File: src/dadd_pkg.sv
// Shared types, constants and calendar functions for the date add and difference block.
package dadd_pkg;

	localparam logic [11:0] YearFirst  = 12'd1900;
	localparam logic [11:0] YearLast   = 12'd2100;
	localparam logic [16:0] SerialLast = 17'd73413;
	localparam logic [7:0]  YearOffLast = 8'd200;

	// Reciprocal of 365 scaled by two to the power of RecipShift, rounded up.
	localparam int unsigned RecipShift = 25;
	localparam logic [16:0] Recip365   = 17'd91930;

	localparam logic ActAdd  = 1'b0;
	localparam logic ActDiff = 1'b1;

	typedef enum logic [1:0] {
		ST_OK       = 2'd0,
		ST_BAD_DATE = 2'd1,
		ST_RANGE    = 2'd2
	} status_t;

	typedef struct packed {
		logic               action;
		status_t            status;
		logic signed [17:0] diff;
		logic [16:0]        serial;
	} dadd_tag_t;

	// Leap test for a year given as an offset from 1900, valid over 1900 to 2100.
	function automatic logic is_leap(input logic [7:0] yo);
		is_leap = (yo[1:0] == 2'd0) && (yo != 8'd0) && (yo != YearOffLast);
	endfunction

	// Serial of January 1 of the year at offset yo from 1900.
	// The year after 2100 is covered too, since the year estimate can land there.
	function automatic logic [16:0] year_start(input logic [7:0] yo);
		logic [8:0] quads;
		logic [7:0] leaps;
		quads = ({1'b0, yo} + 9'd3) >> 2;
		leaps = quads[7:0] - ((yo != 8'd0) ? 8'd1 : 8'd0)
			- ((yo > YearOffLast) ? 8'd1 : 8'd0);
		year_start = ({9'd0, yo} * 17'd365) + {9'd0, leaps};
	endfunction

	// Days in the whole months before month m of a year.
	function automatic logic [8:0] month_before(input logic [3:0] m, input logic leap);
		logic [8:0] cum;
		case (m)
			4'd1:    cum = 9'd0;
			4'd2:    cum = 9'd31;
			4'd3:    cum = 9'd59;
			4'd4:    cum = 9'd90;
			4'd5:    cum = 9'd120;
			4'd6:    cum = 9'd151;
			4'd7:    cum = 9'd181;
			4'd8:    cum = 9'd212;
			4'd9:    cum = 9'd243;
			4'd10:   cum = 9'd273;
			4'd11:   cum = 9'd304;
			4'd12:   cum = 9'd334;
			default: cum = 9'd0;
		endcase
		month_before = cum + (((m > 4'd2) && leap) ? 9'd1 : 9'd0);
	endfunction

	function automatic logic [4:0] month_len(input logic [3:0] m, input logic leap);
		case (m)
			4'd2:                    month_len = leap ? 5'd29 : 5'd28;
			4'd4, 4'd6, 4'd9, 4'd11: month_len = 5'd30;
			default:                 month_len = 5'd31;
		endcase
	endfunction

endpackage

File: src/dadd_date_serial.sv
// Checks one calendar date and converts it to its serial day number from 1900-01-01.
module dadd_date_serial (
	input  logic [4:0]  day,
	input  logic [3:0]  month,
	input  logic [11:0] year,
	output logic        ok,
	output logic [16:0] serial
);
	import dadd_pkg::*;

	logic [11:0] yo_full;
	logic [7:0]  yo;
	logic        leap;
	logic        year_ok;
	logic        month_ok;

	assign yo_full  = year - YearFirst;
	assign yo       = yo_full[7:0];
	assign leap     = is_leap(yo);
	assign year_ok  = (year >= YearFirst) && (year <= YearLast);
	assign month_ok = (month >= 4'd1) && (month <= 4'd12);
	assign ok       = year_ok && month_ok && (day >= 5'd1) && (day <= month_len(month, leap));
	assign serial   = year_start(yo) + {8'd0, month_before(month, leap)}
			+ {12'd0, day} - 17'd1;

endmodule

File: src/dadd_serial_to_date.sv
// Three pipeline stages that turn a serial day number back into a date and drive the output.
module dadd_serial_to_date (
	input  logic                clk,
	input  logic                arst_n,
	input  logic                en,
	input  logic                valid_in,
	input  dadd_pkg::dadd_tag_t tag_in,
	output logic                valid_out,
	output logic [4:0]          result_day,
	output logic [3:0]          result_month,
	output logic [11:0]         result_year,
	output logic signed [17:0]  difference,
	output dadd_pkg::status_t   status
);
	import dadd_pkg::*;

	logic        valid_s3, valid_s4, valid_s5;
	dadd_tag_t   tag_s3, tag_s4;
	logic [7:0]  q_s3;
	logic [7:0]  yo_s4;
	logic [8:0]  doy_s4;
	logic        leap_s4;

	logic [33:0] prod;
	logic [16:0] st;
	logic [16:0] st_prev;
	logic [7:0]  q_prev;
	logic [16:0] doy_cur;
	logic [16:0] doy_prev;

	logic [3:0]  mon;
	logic [8:0]  cum_sel;
	logic [8:0]  day_idx;
	logic        produce;

	assign prod = {17'd0, tag_in.serial} * {17'd0, Recip365};

	assign q_prev   = q_s3 - 8'd1;
	assign st       = year_start(q_s3);
	assign st_prev  = st - (is_leap(q_prev) ? 17'd366 : 17'd365);
	assign doy_cur  = tag_s3.serial - st;
	assign doy_prev = tag_s3.serial - st_prev;

	always_comb begin
		mon     = 4'd1;
		cum_sel = 9'd0;
		for (int i = 2; i <= 12; i++) begin
			if (month_before(4'(i), leap_s4) <= doy_s4) begin
				mon     = 4'(i);
				cum_sel = month_before(4'(i), leap_s4);
			end
		end
		day_idx = doy_s4 - cum_sel + 9'd1;
		produce = (tag_s4.action == ActAdd) && (tag_s4.status == ST_OK);
	end

	always_ff @(posedge clk or negedge arst_n) begin
		if (!arst_n) begin
			valid_s3 <= 1'b0;
			valid_s4 <= 1'b0;
			valid_s5 <= 1'b0;
		end else if (en) begin
			valid_s3 <= valid_in;
			valid_s4 <= valid_s3;
			valid_s5 <= valid_s4;
		end
	end

	always_ff @(posedge clk) begin
		if (en) begin
			tag_s3 <= tag_in;
			q_s3   <= prod[RecipShift +: 8];

			tag_s4 <= tag_s3;
			if (tag_s3.serial < st) begin
				yo_s4   <= q_prev;
				doy_s4  <= doy_prev[8:0];
				leap_s4 <= is_leap(q_prev);
			end else begin
				yo_s4   <= q_s3;
				doy_s4  <= doy_cur[8:0];
				leap_s4 <= is_leap(q_s3);
			end

			result_day   <= produce ? day_idx[4:0] : 5'd0;
			result_month <= produce ? mon : 4'd0;
			result_year  <= produce ? (YearFirst + {4'd0, yo_s4}) : 12'd0;
			difference   <= tag_s4.diff;
			status       <= tag_s4.status;
		end
	end

	assign valid_out = valid_s5;

endmodule

File: src/date_add_days_and_difference.sv
// Top level of the Gregorian date add and difference pipeline.
//
// Channel   Direction  Handshake                   Payload
// s_axis    in         tvalid/tready               tdata: dates and offset, tuser: action
// m_axis    out        tvalid/tready               tdata: result date and difference,
//                                                  tuser: status
//
// Each transfer passes five register stages, s1 to s5, on its way to the output.
// A new transfer can be accepted every cycle while the output is free or being taken.
// The whole pipeline freezes while a result waits at the output, so nothing is lost.
// Reset clears all valid bits; payload registers are not reset.
module date_add_days_and_difference (
	input  logic        clk,
	input  logic        arst_n,
	input  logic        s_axis_tvalid,
	output logic        s_axis_tready,
	// base_day, base_month, base_year, second_day, second_month, second_year, offset.
	input  logic [63:0] s_axis_tdata,
	// action.
	input  logic        s_axis_tuser,
	output logic        m_axis_tvalid,
	input  logic        m_axis_tready,
	// result_day, result_month, result_year, difference.
	output logic [39:0] m_axis_tdata,
	// status.
	output logic [1:0]  m_axis_tuser
);
	import dadd_pkg::*;

	logic        adv;
	logic        ok_a, ok_b;
	logic [16:0] ser_a, ser_b;

	logic               valid_s1, valid_s2;
	logic               action_s1;
	logic               ok_a_s1, ok_b_s1;
	logic [16:0]        ser_a_s1, ser_b_s1;
	logic signed [17:0] off_s1;
	dadd_tag_t          tag_s2;

	logic signed [18:0] sum;
	logic signed [17:0] dif;
	dadd_tag_t          tag_next;

	logic [4:0]         result_day;
	logic [3:0]         result_month;
	logic [11:0]        result_year;
	logic signed [17:0] difference;
	status_t            status;

	assign adv           = !m_axis_tvalid || m_axis_tready;
	assign s_axis_tready = adv;

	dadd_date_serial u_base (
		.day    (s_axis_tdata[4:0]),
		.month  (s_axis_tdata[8:5]),
		.year   (s_axis_tdata[20:9]),
		.ok     (ok_a),
		.serial (ser_a)
	);

	dadd_date_serial u_second (
		.day    (s_axis_tdata[25:21]),
		.month  (s_axis_tdata[29:26]),
		.year   (s_axis_tdata[41:30]),
		.ok     (ok_b),
		.serial (ser_b)
	);

	assign sum = $signed({2'b00, ser_a_s1}) + {off_s1[17], off_s1};
	assign dif = $signed({1'b0, ser_b_s1}) - $signed({1'b0, ser_a_s1});

	always_comb begin
		tag_next.action = action_s1;
		tag_next.status = ST_OK;
		tag_next.diff   = '0;
		tag_next.serial = sum[16:0];
		if (action_s1 == ActDiff) begin
			if (!(ok_a_s1 && ok_b_s1)) begin
				tag_next.status = ST_BAD_DATE;
			end else begin
				tag_next.diff = dif;
			end
		end else begin
			if (!ok_a_s1) begin
				tag_next.status = ST_BAD_DATE;
			end else if (sum < 0 || sum > $signed({2'b00, SerialLast})) begin
				tag_next.status = ST_RANGE;
			end
		end
		if (tag_next.status != ST_OK) begin
			tag_next.serial = '0;
		end
	end

	always_ff @(posedge clk or negedge arst_n) begin
		if (!arst_n) begin
			valid_s1 <= 1'b0;
			valid_s2 <= 1'b0;
		end else if (adv) begin
			valid_s1 <= s_axis_tvalid;
			valid_s2 <= valid_s1;
		end
	end

	always_ff @(posedge clk) begin
		if (adv) begin
			action_s1 <= s_axis_tuser;
			ok_a_s1   <= ok_a;
			ok_b_s1   <= ok_b;
			ser_a_s1  <= ser_a;
			ser_b_s1  <= ser_b;
			off_s1    <= s_axis_tdata[59:42];
			tag_s2    <= tag_next;
		end
	end

	dadd_serial_to_date u_to_date (
		.clk          (clk),
		.arst_n       (arst_n),
		.en           (adv),
		.valid_in     (valid_s2),
		.tag_in       (tag_s2),
		.valid_out    (m_axis_tvalid),
		.result_day   (result_day),
		.result_month (result_month),
		.result_year  (result_year),
		.difference   (difference),
		.status       (status)
	);

	assign m_axis_tdata = {1'b0, difference, result_year, result_month, result_day};
	assign m_axis_tuser = status;

	a_fail_zero: assert property (@(posedge clk) disable iff (!arst_n)
		m_axis_tvalid && (m_axis_tuser != ST_OK) |-> (m_axis_tdata == 40'd0))
		else $error("failed result carries nonzero fields");

	a_date_shape: assert property (@(posedge clk) disable iff (!arst_n)
		m_axis_tvalid && (m_axis_tuser == ST_OK) && (result_year != 12'd0) |->
		(result_month >= 4'd1) && (result_month <= 4'd12) && (result_day >= 5'd1)
		&& (difference == 18'sd0))
		else $error("produced date has a bad month or day");

	a_hold_s1: assert property (@(posedge clk) disable iff (!arst_n)
		valid_s1 && !adv |=> valid_s1 && $stable(ser_a_s1))
		else $error("first stage lost an item during a stall");

endmodule
File: config.mk
export PLATFORM = sky130hd
export DESIGN_NAME = date_add_days_and_difference
export DESIGN_NICKNAME = d
export VERILOG_FILES = /design/src/dadd_pkg.sv /design/src/dadd_date_serial.sv /design/src/dadd_serial_to_date.sv /design/src/date_add_days_and_difference.sv
export SDC_FILE = /design/constraint.sdc
export NUM_CORES = 1
export LEC_CHECK = 0
export BUFFER_PORTS_ARGS = -buffer_cell sky130_fd_sc_hd__buf_4
export CORE_MARGIN = 5
export CORE_UTILIZATION = 50
export CTS_CLUSTER_DIAMETER = 50
export DETAILED_ROUTE_END_ITERATION = 8
export PLACE_DENSITY = 0.65
export SYNTH_ARGS = -nofsm -noshare
export SYNTH_HDL_FRONTEND = slang
export SYNTH_SLANG_ARGS = --single-unit
File: constraint.sdc
create_clock -name clk -period 20.7 [get_ports clk]
set_clock_uncertainty 0.2 [all_clocks]
set_input_delay 6.21 -clock clk [delete_from_list [all_inputs] [get_ports clk]]
set_output_delay 6.21 -clock clk [all_outputs]
set_load 0.005 [all_outputs]
==> results.py, run 1 <==
metrics = {
    "run_status": {
        "status": "finished clean",
    },
    "clocking": {
        "cts_tree": "yes",
        "cts_resized": 0,
        "cts-root-buf": "clkbuf_16",
        "cts_buffers": 30,
        "post_cts_buffers": 0,
        "clkLatencyLatePin_ns": 0.58,
        "clock_path_buffers": 3,
        "clock-sinks": 224,
        "htreeDepth": 1,
        "holdBufCountCts": 0,
        "cts.clk_slew.worst_paths_ns": 0.06,
    },
    "routing": {
        "ant_nets": 0,
        "wirelength_um": 48200,
        "drc": 0,
        "vias_per_cell": 5.27,
        "drt_iter0_drc": 882,
        "drt_pass1_iterations": 5,
        "vias": 16400,
        "routedWlPerCell_um": 15.4,
    },
    "sta": {
        "final_max_slew_viol_count": 0,
        "max_freq_ghz": 0.0736,
        "fin_crit_sh": 0.656,
        "setup_violations": 0,
        "slew_headroom": 0.337,
        "tightest_slew_ns": 0.995,
        "rsz0062_at_grt": "no",
        "worst_slack_ns": 7.11,
        "period_needed_ns": 13.59,
        "finalSetupTns_ns": 0,
        "finalHoldViolCount": 0,
    },
    "place": {
        "dpl.hpwl_um": 39800,
        "gp_congestion": 0.891,
        "place_inst": 3067,
        "port_buffers": 107,
        "pre_cts_ws_ns": 6.48,
    },
    "worst_setup_path": {
        "max_stage_delay_ns": 0.55,
        "cp_common_cell": "ha_1",
        "cp-end-kind": "flip-flop",
        "crit_slowest_cell": "xnor2_1",
        "path_class": "in2reg",
        "critPathRequiredTime_ns": 20.85,
        "start_kind": "input port",
        "cp_max_fo": 8,
        "cp.arrival_ns": 13.74,
    },
    "synthesis": {
        "synth_seq_cells": 224,
        "seq_area_frac_synth": 0.273,
        "postSynth.asyncResetShare": 0.0223,
        "ys.flop_type": "edfxtp_1",
        "synth.avg_cell_area_um2": 10.6,
        "ys_warn_count": 0,
        "syn_nets": 3043,
        "syn_area_um2": 24600,
        "synthCells": 2322,
        "synth_edf_count": 219,
        "yosysUniqueCellTypes": 76,
    },
    "floorplan": {
        "rows": 81,
        "start_util": 0.504,
        "dieArea_um2": 53700,
        "fp.dieW_um": 232,
        "boundaryPins": 113,
        "core-area_um2": 48700,
        "die_y_um": 232,
    },
    "min_path": {
        "hp-class": "reg2reg",
    },
    "grt": {
        "grt_use_total": 0.182,
        "grt_pass1_wl_um": 81300,
        "antenna_found_initial": 0,
        "grt_max_degree": 195,
        "grt_pass1_vias": 17000,
        "gr-total-overflow": 0,
    },
    "run": {
        "cap_violations": 0,
    },
    "cells_and_area": {
        "syn_to_final_growth_pct": 10.5,
        "final_core_util": 0.557,
        "final_common_cell": "inv_1",
        "diodes": 0,
        "final_cell_mix": "435 x inv_1, 424 x ha_1, 228 x fa_1, 219 x edfxtp_1, 122 x xnor2_1",
        "drive_gt1_frac": 0.0850,
        "nFillCells": 4226,
        "regArea_um2": 6700,
        "final_cells": 3123,
        "multi_input_area_um2": 16100,
        "nets": 3156,
    },
}
synthesized netlist by cell type, drive strengths merged (6+ instances only):
cell type  count  area (um2)
nand2b        20         125
and2          15        93.8
nor3b          9        67.6
a211oi        11        82.6
and3          12        80.1
nor2          96         360
or3           13        81.3
mux2          10         113
mux2i         17         170
nor2b         29         181
or2           16         100
nand4          7        43.8
ha           424        5310
a211o          6        52.6
o22ai          7        43.8
clkbuf        27         101
a311oi         7        73.8
nand3b         6        45.0
a31oi         26         163
o211ai        10        75.1
inv          435        1630
xor2          37         324
a21oi        103         523
nand2         90         338
xnor2        122        1070
nand3         45         225
edfxtp       219        6580
a21o          35         263
fa           228        4560
o21a          16         120
o21bai         7        52.6
o31ai         10        75.1
nor3          49         245
o21ai         76         380
final timing paths:
check / to / from / depth (start not counted) / slack, ns
hold reg to reg: u_to_date.tag_s4[28] / u_to_date.tag_s3[28] / 0 / 0.20
max in group asynchronous: valid_s1 / arst_n / 1 / 14.98
min in group asynchronous: valid_s2 / arst_n / 1 / 5.22
setup reg to reg: u_to_date.doy_s4[7] / u_to_date.q_s3[0] / 31 / 11.84
setup / recovery: ser_a_s1[16] / s_axis_tdata[11] / 32 / 7.11
hold / removal: u_to_date.tag_s4[28] / u_to_date.tag_s3[28] / 0 / 0.20
through the flow:
| step | instance area [um2] | hold WS, ns |
|---|---|---|
| after floorplan | 24600 | 0.200 |
| after global placement | 26100 | 0.201 |
| after detailed placement | 26100 | 0.205 |
| after CTS | 27200 | 0.175 |
| after global routing | 27200 | 0.195 |
| final | 27200 | 0.202 |
kinds of logic (layout without fill, tap and decap cells):
group	after synthesis	after routing	synth area share
multiplexers	29	29	0.0133
XOR/XNOR	159	159	0.0567
adder cells (fa/ha/maj)	652	652	0.402
buffers and inverters	467	604	0.0719
AO/OA/AOI/OAI	365	365	0.0970
AND/OR/NAND/NOR	425	425	0.0866
flip-flops	224	224	0.273
other	1	1	0.000153
area by class of cell:
cell class,instances,area share
well taps,664,0.0306
repair buffers,112,0.0314
flip-flops and latches,224,0.247
multi-input cells,1631,0.593
inverters,436,0.0603
clock inverters,26,0.00995
clock buffers,30,0.0276
registers in the layout, summed over array words and instances, names as in the netlist, 5 cells and up:
register and cells:
off_s1 18, ser_a_s1 17, ser_b_s1 17, tag_s2 38, u_to_date.difference 18, u_to_date.doy_s4 9, u_to_date.q_s3 8, u_to_date.result_day 5
u_to_date.result_year 12, u_to_date.tag_s3 38, u_to_date.tag_s4 21, u_to_date.yo_s4 8
critical path, delay by kind of cell:
family,cells,cell delay [ns]
xor+xnor,2,0.70
buf+inv,5,0.62
fa+ha+maj,8,2.86
compound gates,8,1.64
simple gates,9,1.69
routing by layer:
| metal | vias up | track usage | share of wire |
|---|---|---|---|
| li1 | 8116 | - | - |
| met1 | 7995 | 0.230 | 0.43 |
| met2 | 259 | 0.331 | 0.51 |
| met3 | 77 | 0.0208 | 0.029 |
| met4 | 0 | 0.0497 | 0.028 |
| met5 | - | 0 | 0 |
Power of run 1 is not shown: default switching activity piles up to over one toggle a cycle in this logic, so the estimate is an artifact.
==> inputs of run 2 (changes only) <==
--- a/config.mk
+++ b/config.mk
@@ -10,7 +10,7 @@
 export CORE_UTILIZATION = 50
 export CTS_CLUSTER_DIAMETER = 50
 export DETAILED_ROUTE_END_ITERATION = 8
-export PLACE_DENSITY = 0.65
+export PLACE_DENSITY = 0.68
 export SYNTH_ARGS = -nofsm -noshare
 export SYNTH_HDL_FRONTEND = slang
 export SYNTH_SLANG_ARGS = --single-unit
==> constraint.sdc (replaced) <==
create_clock -name clk -period 11.2 [get_ports clk]
set_clock_uncertainty 0.2 [all_clocks]
set_input_delay 3.36 -clock clk [delete_from_list [all_inputs] [get_ports clk]]
set_output_delay 3.36 -clock clk [all_outputs]
set_load 0.005 [all_outputs]
==> results.py, run 2 (synthesis results as in run 1) <==
metrics = {
    "worst_setup_path": {
        "cp.arrival_ns": 10.39,
        "cp-end-kind": "flip-flop",
        "start_kind": "input port",
        "path_class": "in2reg",
        "cp_max_fo": 8,
        "max_stage_delay_ns": 0.54,
        "critPathRequiredTime_ns": 11.32,
        "cp_common_cell": "ha_1",
        "cp_num_buf_inv": 5,
        "r2r_slack_ns": 2.32,
        "crit_slowest_cell": "fa_1",
        "cp_top_family": "adder cells",
    },
    "sta": {
        "fin_crit_sh": 0.917,
        "setup_violations": 0,
        "period_needed_ns": 10.27,
        "finalSetupTns_ns": 0,
        "slew_headroom": 0.329,
        "max_freq_ghz": 0.0974,
        "tightest_slew_ns": 1.01,
        "final_max_slew_viol_count": 0,
        "finalHoldViolCount": 0,
        "rsz0062_at_grt": "no",
    },
    "clocking": {
        "cts_buffers": 29,
        "cts_tree": "yes",
        "holdBufCountCts": 0,
        "cts.clk_slew.worst_paths_ns": 0.06,
        "clock-sinks": 224,
        "cts-root-buf": "clkbuf_16",
        "htreeDepth": 1,
        "post_cts_buffers": 0,
        "cts_resized": 0,
        "clkLatencyLatePin_ns": 0.55,
        "clock_path_buffers": 3,
    },
    "floorplan": {
        "boundaryPins": 113,
        "fp.dieW_um": 232,
        "core-area_um2": 48700,
        "dieArea_um2": 53700,
        "start_util": 0.504,
        "die_y_um": 232,
        "rows": 81,
    },
    "routing": {
        "vias": 16500,
        "wirelength_um": 48400,
        "drc": 0,
        "vias_per_cell": 5.26,
        "routedWlPerCell_um": 15.5,
        "drt_iter0_drc": 801,
        "drt_pass1_iterations": 7,
        "ant_nets": 0,
    },
    "grt": {
        "met1_usage": 0.230,
        "grt_max_degree": 85,
        "grt_use_total": 0.184,
        "gr-total-overflow": 0,
        "grt.met2_usage": 0.344,
        "grt_busiest_layer": "met2",
        "gr-usage-met3": 0.0183,
        "grt_pass1_wl_um": 82100,
        "grt_pass1_vias": 17200,
        "antenna_found_initial": 0,
    },
    "cells_and_area": {
        "final_common_cell": "inv_1",
        "diodes": 0,
        "final_cell_mix": "435 x inv_1, 424 x ha_1, 228 x fa_1, 219 x edfxtp_1, 122 x xnor2_1",
        "drive_gt1_frac": 0.0869,
        "nets": 3162,
        "reg_top3": "tag_s2 x38, u_to_date.tag_s3 x38, u_to_date.tag_s4 x21",
        "nFillCells": 4173,
        "syn_to_final_growth_pct": 10.6,
    },
    "run_status": {
        "status": "finished clean",
    },
    "place": {
        "dpl.hpwl_um": 40100,
        "gp_congestion": 0.903,
        "port_buffers": 107,
    },
    "min_path": {
        "hp-class": "reg2reg",
    },
    "run": {
        "cap_violations": 0,
    },
}
[run 2: worst register-to-register path: cells and delay by family (launching register included)]
kind,cells,cell delay [ns]
flops,1,0.69
fa+ha+maj,9,3.60
simple gates,4,0.96
compound gates,8,1.74
buf+inv,6,0.63
xor+xnor,3,0.47
mux,1,0.34
[run 2: layout make-up]
type,instances,area [um2],share of cell area
multi-input combinational,1631,16100,0.593
sequential,224,6700,0.247
inverter,436,1640,0.0602
timing repair buffer,119,893,0.0329
tap,664,831,0.0306
clock buffer,31,733,0.0270
clock inverter,22,268,0.00985
[run 2: per-stage QoR]
step | cell area (um2) | hold WS (ns) | utilization | setup slack (ns) | instances
after CTS | 27200 | 0.216 | 0.558 | 0.899 | 3127
after detailed placement | 26200 | 0.205 | 0.537 | 0.328 | 3074
after global placement | 26200 | 0.202 | 0.537 | 0.475 | 3074
after global routing | 27200 | 0.221 | 0.558 | 0.452 | 3127
after floorplan | 24600 | 0.200 | - | 0.779 | 2322
final | 27200 | 0.213 | 0.558 | 0.934 | 3127
[run 2: per-layer routing]
layer  up-vias  part of all wire
met5         -                 0
met3        75             0.031
met1      8000              0.43
met4         0             0.023
li1       8133                 -
met2       243              0.52
[run 2: final timing paths]
| kind | endpoint | depth (start not counted) | startpoint |
|---|---|---|---|
| max | ser_a_s1[16] | 32 | s_axis_tdata[11] |
| min | u_to_date.tag_s4[19] | 0 | u_to_date.tag_s3[19] |
| max reg2reg | u_to_date.doy_s4[7] | 31 | u_to_date.q_s3[0] |
| min reg2reg | u_to_date.tag_s4[19] | 0 | u_to_date.tag_s3[19] |
| max in group asynchronous | valid_s2 | 1 | arst_n |
| min in group asynchronous | u_to_date.valid_out | 1 | arst_n |
Power of run 2 is left out for the same reason.
